`config.mk`:
```
export PLATFORM = sky130hd
export DESIGN_NAME = keyed_count_multiset_table
export DESIGN_NICKNAME = d
export VERILOG_FILES = /design/src/sv/kcm_pkg.sv /design/src/sv/kcm_ram.sv /design/src/sv/kcm_front.sv /design/src/sv/kcm_queue.sv /design/src/sv/kcm_back.sv /design/src/sv/keyed_count_multiset_table.sv
export SDC_FILE = /design/constraint.sdc
export NUM_CORES = 2
export LEC_CHECK = 0
export CORE_ASPECT_RATIO = 0.5
export CORE_MARGIN = 2
export CORE_UTILIZATION = 45
export DETAILED_ROUTE_END_ITERATION = 6
export DONT_BUFFER_PORTS = 1
export PLACE_DENSITY = 0.68
export SYNTH_ARGS = -nofsm -noshare
export SYNTH_HDL_FRONTEND = slang
export SYNTH_HIERARCHICAL = 1
export SYNTH_SLANG_ARGS = --single-unit
```
`constraint.sdc`:
```
create_clock -name clk -period 8.25 [get_ports clk]
set_clock_uncertainty 0.15 [all_clocks]
set_input_delay 1.2375 -clock clk [delete_from_list [all_inputs] [get_ports clk]]
set_output_delay 1.2375 -clock clk [all_outputs]
set_load 0.02 [all_outputs]
```
`src/sv/kcm_pkg.sv`:
```
// shared types and constants for the keyed count multiset table
// no dependencies; imported by every module of the block except kcm_ram
package kcm_pkg;

  localparam int COUNT_W      = 32;
  localparam int KEY_IN_W     = 16;
  localparam int REQ_W        = 2;
  localparam int STATUS_W     = 2;
  localparam int DEF_ENTRIES  = 16;
  localparam int DEF_KEY_BITS = 16;
  localparam int QUEUE_DEPTH  = 2;

  localparam logic [COUNT_W-1:0] COUNT_MAX = '1;

  typedef enum logic [REQ_W-1:0] {
    REQ_ADD    = 2'd0,
    REQ_SUB    = 2'd1,
    REQ_SCALE  = 2'd2,
    REQ_LOOKUP = 2'd3
  } req_t;

  typedef enum logic [STATUS_W-1:0] {
    ST_OK   = 2'd0,
    ST_FULL = 2'd1,
    ST_OVF  = 2'd2
  } status_t;

  // classified command as it travels through the queue
  typedef struct packed {
    req_t               op;
    logic [COUNT_W-1:0] amount;
  } cmd_t;

  // queue fill flags seen by both sides
  typedef struct packed {
    logic full;
    logic empty;
  } q_stat_t;

endpackage

```
`src/sv/kcm_ram.sv`:
```
// generic single-write, single-read ram with registered read data
// no dependencies
module kcm_ram #(
  parameter int WIDTH = 32,
  parameter int DEPTH = 16
) (
  input  logic                                  clk,
  input  logic                                  we,
  input  logic [((DEPTH > 1) ? $clog2(DEPTH) : 1)-1:0] waddr,
  input  logic [WIDTH-1:0]                      wdata,
  input  logic [((DEPTH > 1) ? $clog2(DEPTH) : 1)-1:0] raddr,
  output logic [WIDTH-1:0]                      rdata
);

  logic [WIDTH-1:0] mem [DEPTH];

  always_ff @(posedge clk) begin
    if (we) begin
      mem[waddr] <= wdata;
    end
    rdata <= mem[raddr];
  end

endmodule

```
`src/sv/kcm_front.sv`:
```
// front end: accepts items, classifies them and hands them to the queue
// depends on kcm_pkg
module kcm_front import kcm_pkg::*; #(
  parameter int KEY_BITS = DEF_KEY_BITS
) (
  input  logic                clk,
  input  logic                rst,
  input  logic                in_valid,
  output logic                in_stall,
  input  logic [REQ_W-1:0]    req_type,
  input  logic [KEY_IN_W-1:0] key,
  input  logic [COUNT_W-1:0]  amount,
  input  q_stat_t             q_stat,
  output logic                q_push,
  output cmd_t                q_cmd,
  output logic [KEY_BITS-1:0] q_key
);

  logic                f_valid;
  cmd_t                f_cmd;
  logic [KEY_BITS-1:0] f_key;
  cmd_t                cmd_next;
  logic [KEY_BITS-1:0] key_next;
  logic                take;

  assign q_push   = f_valid && !q_stat.full;
  assign in_stall = f_valid && q_stat.full;
  assign take     = in_valid && !in_stall;
  assign q_cmd    = f_cmd;
  assign q_key    = f_key;

  // scale ignores the key, lookup ignores the amount
  always_comb begin
    cmd_next.op     = req_t'(req_type);
    cmd_next.amount = (cmd_next.op == REQ_LOOKUP) ? '0 : amount;
    key_next        = (cmd_next.op == REQ_SCALE) ? '0 : KEY_BITS'(key);
  end

  always_ff @(posedge clk) begin
    if (rst) begin
      f_valid <= 1'b0;
    end else if (take) begin
      f_valid <= 1'b1;
    end else if (q_push) begin
      f_valid <= 1'b0;
    end
  end

  always_ff @(posedge clk) begin
    if (take) begin
      f_cmd <= cmd_next;
      f_key <= key_next;
    end
  end

endmodule

```
`src/sv/kcm_queue.sv`:
```
// short fifo between the front end and the execution back end
// depends on kcm_pkg
module kcm_queue import kcm_pkg::*; #(
  parameter int WIDTH = 8,
  parameter int DEPTH = QUEUE_DEPTH
) (
  input  logic             clk,
  input  logic             rst,
  input  logic             push,
  input  logic [WIDTH-1:0] wdata,
  input  logic             pop,
  output logic [WIDTH-1:0] rdata,
  output q_stat_t          stat
);

  localparam int PW = (DEPTH > 1) ? $clog2(DEPTH) : 1;
  localparam int CW = $clog2(DEPTH + 1);

  logic [WIDTH-1:0] slots [DEPTH];
  logic [PW-1:0]    wr_ptr;
  logic [PW-1:0]    rd_ptr;
  logic [CW-1:0]    fill;

  assign rdata      = slots[rd_ptr];
  assign stat.full  = (fill == CW'(DEPTH));
  assign stat.empty = (fill == '0);

  always_ff @(posedge clk) begin
    if (rst) begin
      wr_ptr <= '0;
      rd_ptr <= '0;
      fill   <= '0;
    end else begin
      if (push) begin
        wr_ptr <= (wr_ptr == PW'(DEPTH - 1)) ? '0 : wr_ptr + 1'b1;
      end
      if (pop) begin
        rd_ptr <= (rd_ptr == PW'(DEPTH - 1)) ? '0 : rd_ptr + 1'b1;
      end
      fill <= fill + CW'(push) - CW'(pop);
    end
  end

  always_ff @(posedge clk) begin
    if (push) begin
      slots[wr_ptr] <= wdata;
    end
  end

endmodule

```
`src/sv/kcm_back.sv`:
```
// back end: key match, count update, scale sweep and output register
// depends on kcm_pkg and kcm_ram
module kcm_back import kcm_pkg::*; #(
  parameter int ENTRIES  = DEF_ENTRIES,
  parameter int KEY_BITS = DEF_KEY_BITS
) (
  input  logic                clk,
  input  logic                rst,
  input  q_stat_t             q_stat,
  output logic                q_pop,
  input  cmd_t                q_cmd,
  input  logic [KEY_BITS-1:0] q_key,
  output logic                out_valid,
  input  logic                out_stall,
  output logic [COUNT_W-1:0]  count_out,
  output logic [STATUS_W-1:0] status
);

  localparam int IDX_W = (ENTRIES > 1) ? $clog2(ENTRIES) : 1;
  localparam int CNT_W = $clog2(ENTRIES + 1);

  typedef enum logic [6:0] {
    S_IDLE  = 7'b0000001,
    S_MATCH = 7'b0000010,
    S_FIND  = 7'b0000100,
    S_READ  = 7'b0001000,
    S_CALC  = 7'b0010000,
    S_SCALE = 7'b0100000,
    S_EMIT  = 7'b1000000
  } state_t;

  state_t                 state;
  state_t                 state_next;
  cmd_t                   cur_cmd;
  logic [KEY_BITS-1:0]    cur_key;
  logic [KEY_BITS-1:0]    entry_keys [ENTRIES];
  logic [CNT_W-1:0]       used_entries;
  logic [ENTRIES-1:0]     hit;
  logic [ENTRIES-1:0]     hit_q;
  logic [IDX_W-1:0]       slot_enc;
  logic [IDX_W-1:0]       slot;
  logic                   found;
  logic [CNT_W-1:0]       rd_idx;
  logic                   v1;
  logic                   v2;
  logic [IDX_W-1:0]       idx1;
  logic [IDX_W-1:0]       idx2;
  logic [2*COUNT_W-1:0]   prod;
  logic                   ovf;
  logic [COUNT_W-1:0]     res_cnt;
  status_t                res_st;

  logic                   ram_we;
  logic [IDX_W-1:0]       ram_waddr;
  logic [COUNT_W-1:0]     ram_wdata;
  logic [IDX_W-1:0]       ram_raddr;
  logic [COUNT_W-1:0]     rdata;

  logic                   has_room;
  logic [IDX_W-1:0]       new_idx;
  logic [COUNT_W:0]       sum;
  logic [COUNT_W-1:0]     sum_sat;
  logic [COUNT_W-1:0]     sub_val;
  logic                   issue;
  logic                   scale_done;
  logic                   prod_sat;
  logic                   out_free;

  logic                   calc_we;
  logic                   calc_alloc;
  logic [IDX_W-1:0]       calc_waddr;
  logic [COUNT_W-1:0]     calc_wdata;
  logic [COUNT_W-1:0]     calc_cnt;
  status_t                calc_st;

  kcm_ram #(
    .WIDTH (COUNT_W),
    .DEPTH (ENTRIES)
  ) u_counts (
    .clk   (clk),
    .we    (ram_we),
    .waddr (ram_waddr),
    .wdata (ram_wdata),
    .raddr (ram_raddr),
    .rdata (rdata)
  );

  // parallel compare against every occupied slot
  always_comb begin
    for (int i = 0; i < ENTRIES; i++) begin
      hit[i] = (CNT_W'(i) < used_entries) && (entry_keys[i] == cur_key);
    end
  end

  // keys are distinct, so at most one hit bit is set
  always_comb begin
    slot_enc = '0;
    for (int i = 0; i < ENTRIES; i++) begin
      if (hit_q[i]) begin
        slot_enc = slot_enc | IDX_W'(i);
      end
    end
  end

  assign has_room   = used_entries < CNT_W'(ENTRIES);
  assign new_idx    = used_entries[IDX_W-1:0];
  assign sum        = {1'b0, rdata} + {1'b0, cur_cmd.amount};
  assign sum_sat    = sum[COUNT_W] ? COUNT_MAX : sum[COUNT_W-1:0];
  assign sub_val    = (cur_cmd.amount >= rdata) ? '0 : rdata - cur_cmd.amount;
  assign issue      = rd_idx < used_entries;
  assign scale_done = !issue && !v1 && !v2;
  assign prod_sat   = |prod[2*COUNT_W-1:COUNT_W];
  assign out_free   = !out_valid || !out_stall;
  assign q_pop      = (state == S_IDLE) && !q_stat.empty;

  always_comb begin
    calc_we    = 1'b0;
    calc_alloc = 1'b0;
    calc_waddr = slot;
    calc_wdata = '0;
    calc_cnt   = '0;
    calc_st    = ST_OK;
    case (cur_cmd.op)
      REQ_ADD: begin
        if (found) begin
          calc_we    = 1'b1;
          calc_wdata = sum_sat;
          calc_cnt   = sum_sat;
          calc_st    = sum[COUNT_W] ? ST_OVF : ST_OK;
        end else if (has_room) begin
          calc_we    = 1'b1;
          calc_alloc = 1'b1;
          calc_waddr = new_idx;
          calc_wdata = cur_cmd.amount;
          calc_cnt   = cur_cmd.amount;
        end else begin
          calc_st    = ST_FULL;
        end
      end
      REQ_SUB: begin
        if (found) begin
          calc_we    = 1'b1;
          calc_wdata = sub_val;
          calc_cnt   = sub_val;
        end
      end
      REQ_LOOKUP: begin
        if (found) begin
          calc_cnt = rdata;
        end
      end
      default: begin
        calc_we = 1'b0;
      end
    endcase
  end

  always_comb begin
    if (state == S_SCALE) begin
      ram_we    = v2;
      ram_waddr = idx2;
      ram_wdata = prod_sat ? COUNT_MAX : prod[COUNT_W-1:0];
      ram_raddr = rd_idx[IDX_W-1:0];
    end else begin
      ram_we    = (state == S_CALC) && calc_we;
      ram_waddr = calc_waddr;
      ram_wdata = calc_wdata;
      ram_raddr = slot;
    end
  end

  always_comb begin
    state_next = state;
    unique case (state)
      S_IDLE: begin
        if (!q_stat.empty) begin
          state_next = (q_cmd.op == REQ_SCALE) ? S_SCALE : S_MATCH;
        end
      end
      S_MATCH: state_next = S_FIND;
      S_FIND:  state_next = S_READ;
      S_READ:  state_next = S_CALC;
      S_CALC:  state_next = S_EMIT;
      S_SCALE: begin
        if (scale_done) begin
          state_next = S_EMIT;
        end
      end
      S_EMIT: begin
        if (out_free) begin
          state_next = S_IDLE;
        end
      end
      default: state_next = S_IDLE;
    endcase
  end

  always_ff @(posedge clk) begin
    if (rst) begin
      state        <= S_IDLE;
      used_entries <= '0;
      out_valid    <= 1'b0;
      v1           <= 1'b0;
      v2           <= 1'b0;
    end else begin
      state <= state_next;
      if (state == S_CALC && calc_alloc) begin
        used_entries <= used_entries + 1'b1;
      end
      if (state == S_SCALE) begin
        v1 <= issue;
        v2 <= v1;
      end else begin
        v1 <= 1'b0;
        v2 <= 1'b0;
      end
      if (state == S_EMIT && out_free) begin
        out_valid <= 1'b1;
      end else if (!out_stall) begin
        out_valid <= 1'b0;
      end
    end
  end

  always_ff @(posedge clk) begin
    if (q_pop) begin
      cur_cmd <= q_cmd;
      cur_key <= q_key;
      rd_idx  <= '0;
      ovf     <= 1'b0;
    end
    if (state == S_MATCH) begin
      hit_q <= hit;
    end
    if (state == S_FIND) begin
      slot  <= slot_enc;
      found <= |hit_q;
    end
    if (state == S_CALC) begin
      res_cnt <= calc_cnt;
      res_st  <= calc_st;
      if (calc_alloc) begin
        entry_keys[new_idx] <= cur_key;
      end
    end
    // scale sweep: read, multiply, saturate and write back, one entry a cycle
    if (state == S_SCALE) begin
      rd_idx <= rd_idx + CNT_W'(issue);
      idx1   <= rd_idx[IDX_W-1:0];
      idx2   <= idx1;
      prod   <= rdata * cur_cmd.amount;
      if (v2 && prod_sat) begin
        ovf <= 1'b1;
      end
      if (scale_done) begin
        res_cnt <= '0;
        res_st  <= ovf ? ST_OVF : ST_OK;
      end
    end
    if (state == S_EMIT && out_free) begin
      count_out <= res_cnt;
      status    <= res_st;
    end
  end

endmodule

```
`src/sv/keyed_count_multiset_table.sv`:
```
// keyed count multiset table: add, subtract and lookup pass through the front register, the
// queue and the match, encode, ram read, update and output steps (front register, queue, match,
// encode, ram read, update, output); scale runs a sweep over the used entries in place of match
// through update. one item at a time in the back end: it takes no new item from the queue until
// the result of the last one has left the emit state, set by the back-end sequencer.
// reset is synchronous: the table is emptied and the queue and output cleared; no clear pass.
module keyed_count_multiset_table import kcm_pkg::*; #(
  parameter int ENTRIES  = DEF_ENTRIES,
  parameter int KEY_BITS = DEF_KEY_BITS
) (
  input  logic                clk,
  input  logic                rst,
  input  logic                in_valid,
  output logic                in_stall,
  input  logic [REQ_W-1:0]    req_type,
  input  logic [KEY_IN_W-1:0] key,
  input  logic [COUNT_W-1:0]  amount,
  output logic                out_valid,
  input  logic                out_stall,
  output logic [COUNT_W-1:0]  count_out,
  output logic [STATUS_W-1:0] status
);

  // one queued item is the classified command plus the masked key
  localparam int ITEM_W = $bits(cmd_t) + KEY_BITS;

  q_stat_t             q_stat;
  logic                q_push;
  logic                q_pop;
  cmd_t                f_cmd;
  logic [KEY_BITS-1:0] f_key;
  logic [ITEM_W-1:0]   q_wdata;
  logic [ITEM_W-1:0]   q_rdata;
  cmd_t                bk_cmd;
  logic [KEY_BITS-1:0] bk_key;

  // front end: takes items as long as its holding register can drain into the queue
  kcm_front #(
    .KEY_BITS (KEY_BITS)
  ) u_front (
    .clk      (clk),
    .rst      (rst),
    .in_valid (in_valid),
    .in_stall (in_stall),
    .req_type (req_type),
    .key      (key),
    .amount   (amount),
    .q_stat   (q_stat),
    .q_push   (q_push),
    .q_cmd    (f_cmd),
    .q_key    (f_key)
  );

  assign q_wdata = {f_cmd, f_key};

  // queue decouples acceptance from execution
  kcm_queue #(
    .WIDTH (ITEM_W),
    .DEPTH (QUEUE_DEPTH)
  ) u_queue (
    .clk   (clk),
    .rst   (rst),
    .push  (q_push),
    .wdata (q_wdata),
    .pop   (q_pop),
    .rdata (q_rdata),
    .stat  (q_stat)
  );

  assign {bk_cmd, bk_key} = q_rdata;

  // back end: key search, count update or scale sweep, then the output register
  kcm_back #(
    .ENTRIES  (ENTRIES),
    .KEY_BITS (KEY_BITS)
  ) u_back (
    .clk       (clk),
    .rst       (rst),
    .q_stat    (q_stat),
    .q_pop     (q_pop),
    .q_cmd     (bk_cmd),
    .q_key     (bk_key),
    .out_valid (out_valid),
    .out_stall (out_stall),
    .count_out (count_out),
    .status    (status)
  );

  // the back end never pops an empty queue
  assert property (@(posedge clk) disable iff (rst) q_pop |-> !q_stat.empty)
    else $error("back end popped an empty queue");

  // a miss on a full table reports no count
  assert property (@(posedge clk) disable iff (rst)
    (out_valid && status == ST_FULL) |-> (count_out == '0))
    else $error("table full result carries a count");

  // status code three is never produced
  assert property (@(posedge clk) disable iff (rst)
    out_valid |-> (status != 2'd3))
    else $error("undefined status code on output");

  // reset leaves the queue empty and no result pending
  assert property (@(posedge clk) (!rst && $past(rst)) |-> (!out_valid && q_stat.empty))
    else $error("state left over after reset");

endmodule

```
Word level (Yosys, flattened, before mapping)
Memories as Yosys holds them, arrays and structs flattened. A register that Yosys moved wholly into a read port is not among the register bits.
Cells that the tools add are included.

storage, ports and cells
  logic and storage cells = 212
  output and inout port bits = 36
  bits of input ports = 54
  register bits = 287
  memory bits (writable) = 868
  memories kept = 3

cells by class
  mux-type cells = 71
  reduce and logical (&&, ||, !) cells = 46
  bitwise gates (word level) = 1
  magnitude comparators = 19
  multipliers = 1
  add/subtract/negate cells = 8
  equal/unequal tests = 33

memory list
  memory               depth  width  read ports  clocked after memory_dff  write ports  RTL line         text
  u_back.u_counts.mem  16     32     1           1                         1            kcm_ram.sv:15    logic [WIDTH-1:0] mem [DEPTH];
  u_back.entry_keys    16     16     16          0                         1            kcm_back.sv:36   logic [KEY_BITS-1:0] entry_keys [ENTRIES];
  u_queue.slots        2      50     1           1                         1            kcm_queue.sv:19  logic [WIDTH-1:0] slots [DEPTH];

operators by type and width
  cell                  count
  $mux W32              11
  $eq A16 B16 Y1        16
  $pmux W32 S3          1
  $mul A32 B32 Y64      1
  $pmux W32 S2          1
  $pmux W7 S7           1
  $mux W4               11
  $lt A4 B5 Y1 const A  8
  $add A32 B32 Y33      1
  $ge A32 B32 Y1        1
  $reduce_or A32 Y1     1
  $sub A32 B32 Y32      1
  $logic_and A1 B1 Y1   26
  $mux W1               26
  $mux W7               3
  $lt A3 B5 Y1 const A  4
  $mux W2               9
  $reduce_or A16 Y1     1
  $mux W3               4
  $eq A2 B2 Y1 const B  5
  $lt A1 B5 Y1 const A  2
  $lt A2 B5 Y1 const A  2
  $mux W5               2
  $logic_not A1 Y1      8
  other kinds (27)      33

Longest topological paths before layout
  word-level depth = 13
  depth in mapped cells = 28
  gate-level depth less buffers = 27

Cells and area by module
Netlist, hierarchy kept.

modules (own cells, without submodules)
  module     cells each  seq. area each (um2)  times used  area an instance (um2)
  kcm_back   5,618       14,153.6              1           56,756.9
  kcm_ram    838         16,015.4              1           19,835.3
  kcm_queue  177         3,103.0               1           4,081.4
  kcm_front  110         1,521.5               1           1,975.6

Least setup slack after synthesis
Ideal clock, no wire load.

  kind = flip-flop to flip-flop
  from = reg u_back/cur_cmd[2] in the netlist's numbering
  to = reg u_back.prod[63], data pin
  arrival = 7.121 ns
  stages on the path, launching flop included = 26
  clock period less this slack = 7.533 ns
  slack = 0.717 ns
  buffers on the path = 2
  cell sequence = edfxtp_1 -> clkbuf_1 -> and2_1 -> fa_1 -> inv_1 -> fa_1 -> fa_1 -> fa_1 -> inv_1 -> fa_1 -> fa_1 -> fa_1 -> inv_1 -> fa_1 -> inv_1 -> ha_1 -> clkbuf_1 -> a21oi_1 -> o21ai_0 -> or3b_2 -> a41o_1 -> o2111ai_2 -> a21oi_1 -> o21ai_0 -> o221ai_1 -> xnor2_1

on the way
  longest elaborated chain between the ends = 1

RTL lines
  what                    RTL line         text
  from (decl)             kcm_back.sv:34   cmd_t cur_cmd;
  from (signal assigned)  kcm_back.sv:227  cur_cmd <= q_cmd;
  $mul A32 B32 Y64        kcm_back.sv:251  prod <= rdata * cur_cmd.amount;
  to (signal assigned)    kcm_back.sv:251
  to (decl)               kcm_back.sv:48   logic [2*COUNT_W-1:0] prod;

No other way between the ends.
A chain may end at the register's enable or synchronous reset.

Final worst setup path
  from = reg u_back/cur_cmd[5] in the netlist's numbering
  to = reg u_back.prod[57], data pin

The elaborated chain is that of the path after synthesis.

==> metrics <==
outcome=finished clean; average cell area after synthesis=12.3 um^2; die width=610 um; Yosys Warn Count=6; startpoint types=flop; final hold violation count=0; critical register-to-register path startpoint=u_back/cur_cmd[5]$_DFFE_PP_; Layout area overhead=10.4%; ANT nets after route=0; Clock Sinks=1188; Detailed Route Iter0 Violations=5150; Initial Util=45.2%; footprint of the multi-input gates=43200 um^2; crit path max fanout=5; commonest non-fill, non-tap cell in the layout=edfxtp_1; Slew headroom=13.7%; count of input and output buffers=0; IO Pins=90; FF+latch count, synth=1188; Max Slew Vio Count=0; DIE HEIGHT=between 300 and 400 um; total grt overflow=0; drt total wl=roughly 230000 um; first drt pass iteration count=6; Global Route Usage Sum=25.1%; min-delay src=u_front/q_cmd[30]$_SDFFCE_PN0P_; slowest cell delay on critical path=0.58 ns; largest net degree at the start of global routing=between 100 and 150; root buffer cell=clkbuf_16; Remaining DRCs=0; Async S/R FF share, synth=0%; RSZ-0062 raised after global routing=true; final core occ=49.9%; Primary FF master, synth=edfxtp_1; Die ar.=between 150000 and 200000 um^2; Clock Latency Late Sink=approximately 0.77 ns; Vias per Instance=5.63; crit-path cells=buf_12 > and2_4 > fa_1 > fa_1 > fa_1 > inv_1 > fa_1 > inv_1 > fa_1 > fa_1 > fa_1 > fa_1 > ha_4 > nand2_4 > nor4_4 > o2111ai_2 > a311oi_2 > buf_4 > o2111ai_4 > buf_12 > a2111oi_4 > o211ai_1 > and4_1 > a311oi_2; placed cell area=87400 um^2; Crit path required time=8.70 ns; max cap viols=0; vias in the first global route=roughly 54000; pre-CTS WS=0.0170 ns; Cells after Synth=6743; Crit Path Class=reg -> reg; DP HPWL=166000 um; Max H-tree Level=3; CP Launch Point=u_back/cur_cmd[5]$_DFFE_PP_; Worst Setup End Kind=flop; Final nets=8094; fin crit share=98.5%; Synth area leader=edfxtp_1; CTS tree=done; TritonCTS Buffers=104; antenna violations before repair=9; CP most frequent cell=fa_1; worst-margin pin slew=about 1.3 ns; register area=34800 um^2; via count=around 53000; share of layout cells above drive strength 1=11.4%; global-route wire length before repair=349000 um; post-synthesis instance area=around 83000 um^2; Syn Nets=8035; Final WS setup=0.124 ns; commonest non-fill, non-tap cells in the layout=1100 x edfxtp_1, 938 x inv_1, 896 x fa_1; highest clock rate=123 MHz; sequential share of the synthesized area=42.1%; core box area=183000 um^2; Final Instance Area=between 90000 and 100000 um^2; buffer depth of the longest clock path=3; top cell type's share of synthesized area=40.0%; Critical Path Slowest Stage Cell=fa_1; # rows=about 110; Arrival @ worst endpoint=8.58 ns; WL per Instance=roughly 25 um; top cells by area, synth=edfxtp_1 40%, fa_1 22%, ha_1 5.2%, and2_1 4.4%, inv_1 4.3%; clock slew seen by the registers of the worst setup and hold paths=approximately 0.070 ns; crit path time final=8.13 ns; Final setup viols=0; Hold Path Class=reg -> reg; gpl congestion=1.01; Layout fillers=15800; number of synthesized flops with an enable pin=1100; Distinct cells, synth=93
[final cells by class]
cell class	instances	share of cell area, %
multi-input cells	4239	47.3
flip-flops and latches	1188	38.1
inverters	947	3.90
repair buffers	322	3.44
well taps	2429	3.33
clock buffers	132	3.07
clock inverters	63	0.812
diodes	9	0.0247
[Yosys cell counts (8+ instances only)]
cell and count:
nor4_1 66, a22oi_1 68, a21o_1 57, and2_4 26, mux4_2 128, o31ai_1 11
and4_1 10, a311oi_1 8, nand4_1 50, a211oi_1 30, inv_1 943, nand3b_1 8
nand3_1 50, fa_1 897, dfxtp_1 88, mux2_4 50, a21oi_1 179, buf_2 21
or3_1 15, xor2_1 198, edfxtp_1 1100, buf_4 9, o21bai_1 21, buf_1 22
mux2i_1 9, o21ai_0 96, xnor2_1 166, o21a_1 13, nand2b_1 23, clkbuf_1 307
nor2b_1 28, nor2_1 202, nand2_1 597, a31oi_1 44, a221oi_1 10, a31o_2 8
and3_1 25, nor3_1 83, a2111oi_0 8, and2_1 579, ha_1 341, o211ai_1 18
[routing by layer]
metal | track usage, % | share of wire, %
met1 | 34.5 | 41
met2 | 39.3 | 45
met3 | 5.78 | 9.7
met4 | 8.38 | 3.7
met5 | 0 | 0.019
[critical path, delay by kind of cell (launching register included)]
| family | cells | cell delay (ns) |
|---|---|---|
| adders and majority gates | 9 | 4.35 |
| AOI/OAI and AO/OA | 6 | 1.49 |
| and+or+nand+nor | 4 | 0.75 |
| buffers and inverters | 5 | 0.68 |
| DFF | 1 | 0.52 |
[registers in the layout (all words and copies together) (netlist names), 4 cells and up, named ones only]
signal / count
u_back/hit_q: 16
u_back/idx2: 4
u_back/rd_idx: 5
u_back/idx1: 4
u_queue/slots: 100
u_back/u_counts/mem: 512
u_back/cur_key: 16
u_back/u_counts/rdata: 32
u_back/cur_cmd: 34
u_back/state: 7
u_back/entry_keys: 256
u_front/q_cmd: 34
u_front/q_key: 16
u_back/slot: 4
u_back/used_entries: 5
u_back/res_cnt: 32
u_back/count_out: 32
u_back/prod: 64
[through the flow]
step	hold WS, ns	instances	TNS [ns]
global route	0.255	9320	-0.194
detailed placement	0.256	9118	0
finish	0.240	9329	0
floorplan	0.250	6743	0
CTS	0.243	9314	0
global placement	0.252	9118	0
[path summary, 6_finish.rpt]
path | cells after the start | slack, ns | end
min | 0 | 0.24 | u_queue/slots[1][46]$_DFFE_PP_
min reg2reg | 0 | 0.24 | u_queue/slots[1][46]$_DFFE_PP_
max | 24 | 0.12 | u_back/prod[57]$_DFFE_PP_
max reg2reg | 24 | 0.12 | u_back/prod[57]$_DFFE_PP_
[logic make-up after synthesis]
group           after synthesis  synth area share, %
flops                      1188                 42.1
mux                         187                 4.51
xor+xnor                    365                 3.88
compound gates              655                 5.28
fa+ha+maj                  1238                 26.9
simple gates               1794                 11.1
buf+inv                    1316                 6.19
[timing repair]
item	CTS	global route
pin swaps	0	13
endpoints found under the setup margin	1	16
setup buffers	1	4
hold buffers	0	0
gates cloned	0	2
resized for setup	2	41
Power is not shown: default switching activity piles up to over one toggle a cycle in this logic, so the estimate is an artifact.
